**config.mk**
```make
export PLATFORM = sky130hd
export DESIGN_NAME = decimal_seven_segment_serial_driver_top
export DESIGN_NICKNAME = d
export VERILOG_FILES = /design/src/design/dsd_pkg.sv /design/src/design/decimal_seven_segment_serial_driver_top.sv /design/src/design/dsd_digit_split.sv /design/src/design/dsd_serializer.sv
export SDC_FILE = /design/constraint.sdc
export NUM_CORES = 1
export LEC_CHECK = 0
export BUFFER_PORTS_ARGS = -buffer_cell sky130_fd_sc_hd__buf_2
export CAP_MARGIN = 20
export CORE_MARGIN = 4
export CORE_UTILIZATION = 62
export DETAILED_ROUTE_END_ITERATION = 12
export MAX_ROUTING_LAYER = met4
export PLACE_DENSITY = 0.79
export RECOVER_POWER = 25
export SYNTH_ARGS = -nofsm -noshare
export SYNTH_HDL_FRONTEND = slang
export SYNTH_SLANG_ARGS = --single-unit
```
**constraint.sdc**
```tcl
create_clock -name i_clk -period 7.1 [get_ports i_clk]
set_clock_uncertainty 0.15 [all_clocks]
set_input_delay 0.71 -clock i_clk [delete_from_list [all_inputs] [get_ports i_clk]]
set_output_delay 0.71 -clock i_clk [all_outputs]
set_load 0.02 [all_outputs]
```
**src/design/dsd_pkg.sv**
```systemverilog
`timescale 1ns / 1ps
`default_nettype none
// shared types, constants and segment table for the decimal seven-segment driver
// no dependencies

package dsd_pkg;

    localparam int unsigned ValueW   = 16;
    localparam int unsigned SatW     = 14;
    localparam int unsigned DigitW   = 4;
    localparam int unsigned NumDigits = 4;
    localparam int unsigned BitsPerDigit = 16;
    localparam int unsigned FrameW   = NumDigits * BitsPerDigit;
    localparam int unsigned CntW     = $clog2(FrameW);

    localparam logic [SatW-1:0] MaxShown = 14'd9999;

    // reciprocal constants, exact for the ranges used here
    localparam logic [SatW-1:0] RecipThou = 14'd8389;  // >> 23
    localparam int unsigned     ShThou    = 23;
    localparam logic [5:0]      RecipHund = 6'd41;     // >> 12
    localparam int unsigned     ShHund    = 12;
    localparam logic [6:0]      RecipTen  = 7'd103;    // >> 10
    localparam int unsigned     ShTen     = 10;

    localparam logic [SatW-1:0] Thou = 14'd1000;
    localparam logic [9:0]      Hund = 10'd100;
    localparam logic [6:0]      Ten  = 7'd10;

    typedef struct packed {
        logic [DigitW-1:0] thou;
        logic [DigitW-1:0] hund;
        logic [DigitW-1:0] tens;
        logic [DigitW-1:0] units;
    } t_digits;

    // active-low common-anode codes, bit7 dp .. bit0 a
    function automatic logic [7:0] seg_code(input logic [DigitW-1:0] d);
        logic [7:0] c;
        case (d)
            4'd0:    c = 8'hC0;
            4'd1:    c = 8'hF9;
            4'd2:    c = 8'hA4;
            4'd3:    c = 8'hB0;
            4'd4:    c = 8'h99;
            4'd5:    c = 8'h92;
            4'd6:    c = 8'h82;
            4'd7:    c = 8'hF8;
            4'd8:    c = 8'h80;
            4'd9:    c = 8'h90;
            default: c = 8'hFF;
        endcase
        return c;
    endfunction

endpackage

`default_nettype wire

```
**src/design/decimal_seven_segment_serial_driver_top.sv**
```systemverilog
`timescale 1ns / 1ps
`default_nettype none
// a value passes the six digit stages and the frame register before its first bit
// throughput: 64 transfers per value, one shifted bit per cycle while tready is high
// during a frame the six-stage digit pipeline runs until its last stage holds one
// reset: synchronous active-low i_rst_n clears all valid bits and the bit counter
// depends on dsd_pkg, dsd_digit_split, dsd_serializer

module decimal_seven_segment_serial_driver_top
    import dsd_pkg::*;
(
    input  wire logic        i_clk,
    input  wire logic        i_rst_n,
    input  wire logic        s_axis_tvalid,
    output logic             s_axis_tready,
    input  wire logic [15:0] s_axis_tdata,   // [15:0] value
    output logic             m_axis_tvalid,
    input  wire logic        m_axis_tready,
    output logic [7:0]       m_axis_tdata,   // [0] serial_bit, [7:1] zero
    output logic             m_axis_tuser,   // [0] latch_pulse
    output logic             m_axis_tlast    // last_bit
);

    logic    w_split_vld;
    t_digits w_digits;
    logic    w_ser_rdy;
    logic    w_en;
    logic    w_bit;

    assign w_en          = !w_split_vld || w_ser_rdy;
    assign s_axis_tready = w_en;

    dsd_digit_split u_split (
        .i_clk    (i_clk),
        .i_rst_n  (i_rst_n),
        .i_en     (w_en),
        .i_valid  (s_axis_tvalid),
        .i_value  (s_axis_tdata),
        .o_valid  (w_split_vld),
        .o_digits (w_digits)
    );

    dsd_serializer u_ser (
        .i_clk       (i_clk),
        .i_rst_n     (i_rst_n),
        .i_valid     (w_split_vld),
        .i_digits    (w_digits),
        .o_ready     (w_ser_rdy),
        .o_bit       (w_bit),
        .o_latch     (m_axis_tuser),
        .o_last      (m_axis_tlast),
        .o_valid     (m_axis_tvalid),
        .i_out_ready (m_axis_tready)
    );

    assign m_axis_tdata = {7'b0, w_bit};

endmodule

`default_nettype wire

```
**src/design/dsd_digit_split.sv**
```systemverilog
`timescale 1ns / 1ps
`default_nettype none
// six-stage pipeline that saturates a value and splits it into four decimal digits
// depends on dsd_pkg

module dsd_digit_split
    import dsd_pkg::*;
(
    input  wire logic              i_clk,
    input  wire logic              i_rst_n,
    input  wire logic              i_en,
    input  wire logic              i_valid,
    input  wire logic [ValueW-1:0] i_value,
    output logic                   o_valid,
    output t_digits                o_digits
);

    localparam int unsigned Stages = 6;

    logic [Stages-1:0] r_vld;

    // stage 1: saturate and multiply by reciprocal of 1000
    logic [SatW-1:0]   n_sat;
    logic [SatW-1:0]   r_v1;
    logic [2*SatW-1:0] r_p1;
    // stage 2: thousands and remainder
    logic [DigitW-1:0] r_q1_2;
    logic [9:0]        r_r1;
    logic [DigitW-1:0] n_q1;
    logic [SatW-1:0]   n_r1;
    // stage 3: multiply by reciprocal of 100
    logic [DigitW-1:0] r_q1_3;
    logic [9:0]        r_r1_3;
    logic [15:0]       r_p2;
    // stage 4: hundreds and remainder
    logic [DigitW-1:0] r_q1_4, r_q2_4;
    logic [6:0]        r_r2;
    logic [DigitW-1:0] n_q2;
    logic [9:0]        n_r2;
    // stage 5: multiply by reciprocal of 10
    logic [DigitW-1:0] r_q1_5, r_q2_5;
    logic [6:0]        r_r2_5;
    logic [13:0]       r_p3;
    // stage 6: tens and units
    t_digits           r_dig;
    logic [DigitW-1:0] n_q3;
    logic [6:0]        n_u;

    always_comb begin
        n_sat = (i_value > ValueW'(MaxShown)) ? MaxShown : i_value[SatW-1:0];
        n_q1  = r_p1[ShThou +: DigitW];
        n_r1  = r_v1 - SatW'(n_q1) * Thou;
        n_q2  = r_p2[ShHund +: DigitW];
        n_r2  = r_r1_3 - 10'(n_q2) * Hund;
        n_q3  = r_p3[ShTen +: DigitW];
        n_u   = r_r2_5 - 7'(n_q3) * Ten;
    end

    always_ff @(posedge i_clk) begin
        if (!i_rst_n) begin
            r_vld <= '0;
        end else if (i_en) begin
            r_vld <= {r_vld[Stages-2:0], i_valid};
        end
    end

    always_ff @(posedge i_clk) begin
        if (i_en) begin
            r_v1      <= n_sat;
            r_p1      <= (2*SatW)'(n_sat) * (2*SatW)'(RecipThou);
            r_q1_2    <= n_q1;
            r_r1      <= n_r1[9:0];
            r_q1_3    <= r_q1_2;
            r_r1_3    <= r_r1;
            r_p2      <= 16'(r_r1) * 16'(RecipHund);
            r_q1_4    <= r_q1_3;
            r_q2_4    <= n_q2;
            r_r2      <= n_r2[6:0];
            r_q1_5    <= r_q1_4;
            r_q2_5    <= r_q2_4;
            r_r2_5    <= r_r2;
            r_p3      <= 14'(r_r2) * 14'(RecipTen);
            r_dig.thou  <= r_q1_5;
            r_dig.hund  <= r_q2_5;
            r_dig.tens  <= n_q3;
            r_dig.units <= n_u[DigitW-1:0];
        end
    end

    assign o_valid  = r_vld[Stages-1];
    assign o_digits = r_dig;

    a_digits_decimal: assert property (@(posedge i_clk) disable iff (!i_rst_n)
        o_valid |-> (o_digits.thou <= 4'd9 && o_digits.hund <= 4'd9
                     && o_digits.tens <= 4'd9 && o_digits.units <= 4'd9))
        else $error("digit out of decimal range");

    a_stall_holds: assert property (@(posedge i_clk) disable iff (!i_rst_n)
        !i_en |=> $stable(r_vld))
        else $error("pipeline moved while stalled");

    a_rem_range: assert property (@(posedge i_clk) disable iff (!i_rst_n)
        r_vld[1] |-> r_r1 < 10'd1000)
        else $error("thousands remainder out of range");

endmodule

`default_nettype wire

```
**src/design/dsd_serializer.sv**
```systemverilog
`timescale 1ns / 1ps
`default_nettype none
// builds the 64-bit digit frame and shifts it out one bit per transfer
// depends on dsd_pkg

module dsd_serializer
    import dsd_pkg::*;
(
    input  wire logic    i_clk,
    input  wire logic    i_rst_n,
    input  wire logic    i_valid,
    input  wire t_digits i_digits,
    output logic         o_ready,
    output logic         o_bit,
    output logic         o_latch,
    output logic         o_last,
    output logic         o_valid,
    input  wire logic    i_out_ready
);

    logic              r_busy;
    logic [CntW-1:0]   r_cnt;
    logic [FrameW-1:0] r_shift;
    logic [FrameW-1:0] n_frame;
    logic              w_xfer;
    logic              w_end;

    always_comb begin
        n_frame = {seg_code(i_digits.thou),  8'h08,
                   seg_code(i_digits.hund),  8'h04,
                   seg_code(i_digits.tens),  8'h02,
                   seg_code(i_digits.units), 8'h01};
    end

    assign w_xfer  = r_busy && i_out_ready;
    assign w_end   = (r_cnt == CntW'(FrameW - 1));
    assign o_ready = !r_busy || (w_xfer && w_end);

    always_ff @(posedge i_clk) begin
        if (!i_rst_n) begin
            r_busy <= 1'b0;
            r_cnt  <= '0;
        end else if (o_ready) begin
            r_busy <= i_valid;
            r_cnt  <= '0;
        end else if (w_xfer) begin
            r_cnt  <= r_cnt + 1'b1;
        end
    end

    always_ff @(posedge i_clk) begin
        if (o_ready) begin
            r_shift <= n_frame;
        end else if (w_xfer) begin
            r_shift <= {r_shift[FrameW-2:0], 1'b0};
        end
    end

    assign o_valid = r_busy;
    assign o_bit   = r_shift[FrameW-1];
    assign o_latch = &r_cnt[3:0];
    assign o_last  = w_end;

    a_last_latches: assert property (@(posedge i_clk) disable iff (!i_rst_n)
        o_valid && o_last |-> o_latch)
        else $error("frame end without latch pulse");

    a_count_steps: assert property (@(posedge i_clk) disable iff (!i_rst_n)
        w_xfer && !w_end |=> r_busy && r_cnt == $past(r_cnt) + 1'b1)
        else $error("bit counter skipped");

    a_frame_done: assert property (@(posedge i_clk) disable iff (!i_rst_n)
        w_xfer && w_end && !i_valid |=> !r_busy)
        else $error("serializer stayed busy after frame");

endmodule

`default_nettype wire
```
; Word-level counts from Yosys, hierarchy flattened
; Memories as Yosys holds them, arrays and structs flattened. A register that Yosys moved wholly into a read port is not among the register bits.
; Cells that the tools add are included.
[totals]
mem_bits_ro = 448
memories = 4
out_inout_bits = 12
regBits = 212
[classes]
n_eq_ne = 1
addsub = 4
muxes = 7
n_mul = 6
n_lt_le_gt_ge = 1
n_reduce_logical = 9
bitwise = 1
[mem_list]
columns = name, words, word_bits, rd, rd_clocked_by_memory_dff, wr, line_no
row1 = (no name shown), 16, 7, 1, 1, 0, dsd_pkg.sv:40  ; case (d)
row2 = (no name shown), 16, 7, 1, 1, 0, dsd_pkg.sv:40
row3 = (no name shown), 16, 7, 1, 1, 0, dsd_pkg.sv:40
row4 = (no name shown), 16, 7, 1, 1, 0, dsd_pkg.sv:40
[op_table]
columns = op, n
row1 = $mux W64, 2
row2 = $mul A14 B14 Y27 const B, 1
row3 = $gt A16 B14 Y1 const B, 1
row4 = $mul A10 B6 Y16 const B, 1
row5 = $mux W4, 4
row6 = $mul A7 B7 Y14 const B, 1
row7 = $mux W14, 1
row8 = $sub A10 B10 Y10, 1
row9 = $mul A4 B7 Y7 const B, 1
row10 = $sub A7 B7 Y7, 1
row11 = $add A6 B1 Y6 const B, 1
row12 = $eq A6 B6 Y1 const B, 1
row13 = $mul A4 B5 Y5 const B, 1
row14 = $mul A4 B3 Y3 const B, 1
row15 = $reduce_and A4 Y1, 1
row16 = $sub A4 B4 Y4, 1
row17 = $logic_and A1 B1 Y1, 2
row18 = $logic_not A1 Y1, 2
row19 = $logic_or A1 B1 Y1, 2
row20 = $reduce_bool A2 Y1, 1
row21 = $reduce_or A2 Y1, 1
row22 = $not A1 Y1, 1

; Longest topological paths before layout
[logic_depth]
ltp_word = 5
depth_mapped = 19
depth_no_buf = 19

; Hierarchy
; Synthesis repeated with hierarchy kept, for this count alone.
[unflattened]
cells_unflattened = 1047
hier_area_um2 = 11423.5
[by_module_without_submodules]
columns = module, area_per_inst_um2, instances, cells_per_inst
row1 = dsd_digit_split, 7629.8, 1, 642
row2 = dsd_serializer, 3723.6, 1, 395
row3 = decimal_seven_segment_serial_driver_top, 70.1, 1, 10

; Worst setup path after synthesis
; Ideal clock, no wire load.
[synth_timing]
path_kind = input port to flip-flop
start = input port s_axis_tdata[7]
end = register u_split.r_p1[25], data pin
arrival_time_ns = 5.701
t_required_ns = 6.691
n_path_buf = 1
setup_ns = 0.259
setup_slack_ns = 0.989
cell_stages = 19
cell_sequence = or4_4 > a311oi_4 > clkbuf_1 > and2_1 > ha_1 > ha_1 > ha_1 > ha_1 > fa_1 > inv_1 > fa_1 > inv_1 > ha_1 > nand2_1 > or4_1 > nor2_1 > a41o_1 > o31ai_4 > xnor2_1
[synth_between]
elab_chain_len = 3
[synth_lines]
columns = item, line_no
row1 = from (decl), decimal_seven_segment_serial_driver_top.sv:16  ; input wire logic [15:0] s_axis_tdata,
row2 = $gt A16 B14 Y1, dsd_digit_split.sv:50  ; n_sat = (i_value > ValueW'(MaxShown)) ? MaxShown : i_value[SatW-1:0];
row3 = $mux W14, dsd_digit_split.sv:50
row4 = via u_split.n_sat[4], dsd_digit_split.sv:23  ; logic [SatW-1:0] n_sat;
row5 = $mul A14 B14 Y27, dsd_digit_split.sv:70  ; r_p1 <= (2*SatW)'(n_sat) * (2*SatW)'(RecipThou);
row6 = to (signal assigned), dsd_digit_split.sv:70
row7 = to (decl), dsd_digit_split.sv:25  ; logic [2*SatW-1:0] r_p1;
; The timed path passes the listed nets, and every way through them passes these cells.
; A chain may end at the register's enable or synchronous reset.

; Worst setup path after layout
[layout_timing]
start = input port s_axis_tdata[7]
end = register u_split.r_p1[23], data pin
; The elaborated chain is that of the path after synthesis.

==> results.ini <==
[route]
vias=7455
wirelength_um=19820
first_iter_violations=340
firstDrtPassIters=5
ant_nets=0
avgViaCountPerCell=5.543
drcViolationCount=0
avgRoutedWirePerCell_um=14.73

[power]
finalPower_w=0.005906
p_switching_w=0.002271
p_int_w=0.003636
sequentialPowerShare_pct=31.4
peakVddDrop_mv=0.4406
switching_share_pct=38.44
power_density_mw_per_mm2=458.6
p_clk_share_pct=16.6
power.leakage_nw=5.927
p_comb_share_pct=52.0

[global_route]
grtUsageTotal_pct=19.82
grt_overflow=0
grt_pass1_wl_um=33830
grt_max_degree=73
antenna_found_initial=0
grt_pass1_vias=7466

[synth]
syn_inst=1071
ys_seq_elements=195
yosys_warnings=0
synth_area_mm2=0.01191
ys_seq_area_share_pct=43.04
ys.flop_type=edfxtp_1
syn_area_per_cell_um2=11.12
synth-edff-count=122
yosys.area.top_type_share_pct=30.77
synthArstFlopShare_pct=0
yosysTopAreaCell=edfxtp_1
synth_common_cells=201 x ha_1, 145 x inv_1, 122 x edfxtp_1, 107 x nand2_1, 73 x dfxtp_1
synth_cell_type_count=59
yosys-top-cells-area=edfxtp_1 31%, ha_1 21%, dfxtp_1 12%, fa_1 6.4%, inv_1 4.6%
yosysMostFrequentCell=ha_1

[critical_path]
rr_worst_depth=11
r2r_start=u_ser.r_cnt[0]
path_max_fanout=18
startpoint_type=input pin
rr_endpoint=u_ser.n_frame[45]
reg2reg_slack_ns=2.72
worst_setup_path_end_kind=flip-flop
crit_type=in2reg
endpoint=u_split.r_p1[23]
arrival_ns=6.19
critical_path_required_ns=7.13
crit_start=s_axis_tdata[7]

[clock_network]
numClockSinks=195
cts_buffers=17
post_cts_buffers=0
insertion_delay_ns=0.45
cts_max_path_buffers=2
cts_hold_buffers=0
cts_tree=done
htreeDepth=4
root_buffer=clkbuf_16
postCtsResizedCells=0
worst_setup_hold_path_clk_slew_ns=0.07

[floorplanning]
die_x_um=146.6
die_area_mm2=0.02149
initial_utilization_pct=63.44
chipHeight_um=146.6
rows=50
core_mm2=0.01877
ios=32

[place]
place.gp.congestion=0.8784
placed_area_mm2=0.01226
portBuffers=24
dp_hpwl_um=14700

[outcome]
violations=max-capacitance violations, max-slew violations
status=finished, violations left

[finish]
fill_cells=1365
final_cell_area_mm2=0.01288
drive_gt1_share_pct=7.471
synthToLayoutAreaGrowth_pct=8.176
multi_input_area_mm2=0.006127
antenna_cells=0
final_nets=1357
ff_latch_area_mm2=0.005125

[sta]
hold_slack_ns=0.2699
relSlewSlack_pct=-30.34
finalCritPeriodShare_pct=86.77
finalHoldViolations=0
period_needed_ns=6.160
tns_ns=0
maxSlewViolCount=38
rsz0062_at_grt=no
finalSetupViolCount=0
tightest_slew_ns=1.955
fmax_mhz=162.3

[job]
drv_cap=1

[min_path]
hp-class=reg2reg

## per-stage QoR
stage / util [%] / worst slack, ns / instances
2_1_floorplan: - / 0.9892 / 1077
3_3_place_gp: 65.33 / 0.6649 / 1313
3_5_place_dp: 65.33 / 0.5361 / 1313
4_1_cts: 68.65 / 0.9909 / 1345
5_1_grt: 68.63 / 0.6605 / 1345
6_report: 68.63 / 0.9395 / 1345
## flip-flops by register name, indices dropped and copies added, names as in the netlist, 7 cells and up
signal / count
u_ser.n_frame: 28
u_ser.r_shift: 64
u_split.o_digits: 16
u_split.r_p2: 7
u_split.r_r1: 10
u_split.r_r2: 7
u_split.r_v1: 8
## layout by cell type (no fill, tap or decap), types with 7 or more instances in the layout
cell type,instances
inv_1,145
o21a_1,12
nor2_1,42
edfxtp_1,122
buf_2,23
mux2i_1,15
xnor2_1,32
and2_1,11
fa_1,38
o21ai_0,21
nand2_1,107
a22oi_1,7
conb_1,7
ha_1,201
nand3_1,8
xor2_1,14
a21boi_0,8
a21o_1,12
dfxtp_1,73
mux2_2,7
clkbuf_16,19
a21oi_1,71
a22o_1,28
## power by group through the flow
stage / Clock (W) / Sequential (W) / Combinational, W
after floorplan: 0 / 0.00181 / 0.00244
after global placement: 0 / 0.00187 / 0.00294
after detailed placement: 0 / 0.00188 / 0.00306
after CTS: 0.000998 / 0.00186 / 0.00311
after global routing: 0.00105 / 0.00189 / 0.00356
final: 0.000983 / 0.00185 / 0.00307
## final cells by class
type | count | share of cell area [%]
clock buffers | 20 | 3.721
clock inverters | 12 | 1.127
inverters | 146 | 4.274
multi-input cells | 708 | 47.57
flip-flops and latches | 195 | 39.79
well taps | 234 | 2.273
repair buffers | 30 | 1.243
## worst max-delay path: stages
cell and delay (ns):
buf_2 0.13, or4_4 0.55, a311oi_4 0.63, and2_1 0.37, ha_1 0.28, ha_1 0.18
ha_1 0.28, ha_1 0.32, fa_1 0.54, inv_1 0.05, fa_1 0.49, inv_1 0.04
ha_1 0.31, nand2_1 0.05, or4_1 0.55, nor2_1 0.17, a41o_1 0.29, nor2_1 0.09
xnor2_1 0.15
## routing by layer
layer | vias to the layer above | routed length, um | GRT usage, %
met5 | - | 0 | -
met4 | 0 | 363 | 5.927
met3 | 32 | 616 | 4.345
met2 | 103 | 9745 | 32.45
met1 | 3574 | 9090 | 24.85
li1 | 3746 | - | -
## worst min-delay path by stage
stage | start | end | slack [ns] | depth (start not counted)
finish | u_split.r_q1_2[0] | u_split.r_q1_3[0] | 0.27 | 0
global route | u_split.r_q1_2[2] | u_split.r_q1_3[2] | 0.27 | 0
CTS | u_split.r_q1_2[2] | u_split.r_q1_3[2] | 0.26 | 0
detailed placement | u_split.r_q1_2[2] | u_split.r_q1_3[2] | 0.26 | 0
global placement | u_split.r_q1_4[2] | u_split.r_q1_5[2] | 0.25 | 0
floorplan | u_split.r_q1_2[0] | u_split.r_q1_3[0] | 0.25 | 0
## kinds of logic (layout without fill, tap and decap cells)
kind of cell    after synthesis  in the layout  synth area share [%]
fa+ha+maj                   239            239                 27.51
mux                          22             22                 1.923
xor+xnor                     46             46                 3.384
buf+inv                     174            208                 5.780
compound gates              188            188                 10.62
flops                       195            195                 43.04
other cells                   1              7               0.03150
simple gates                206            206                 7.703
(Power assumes the default switching activity.)
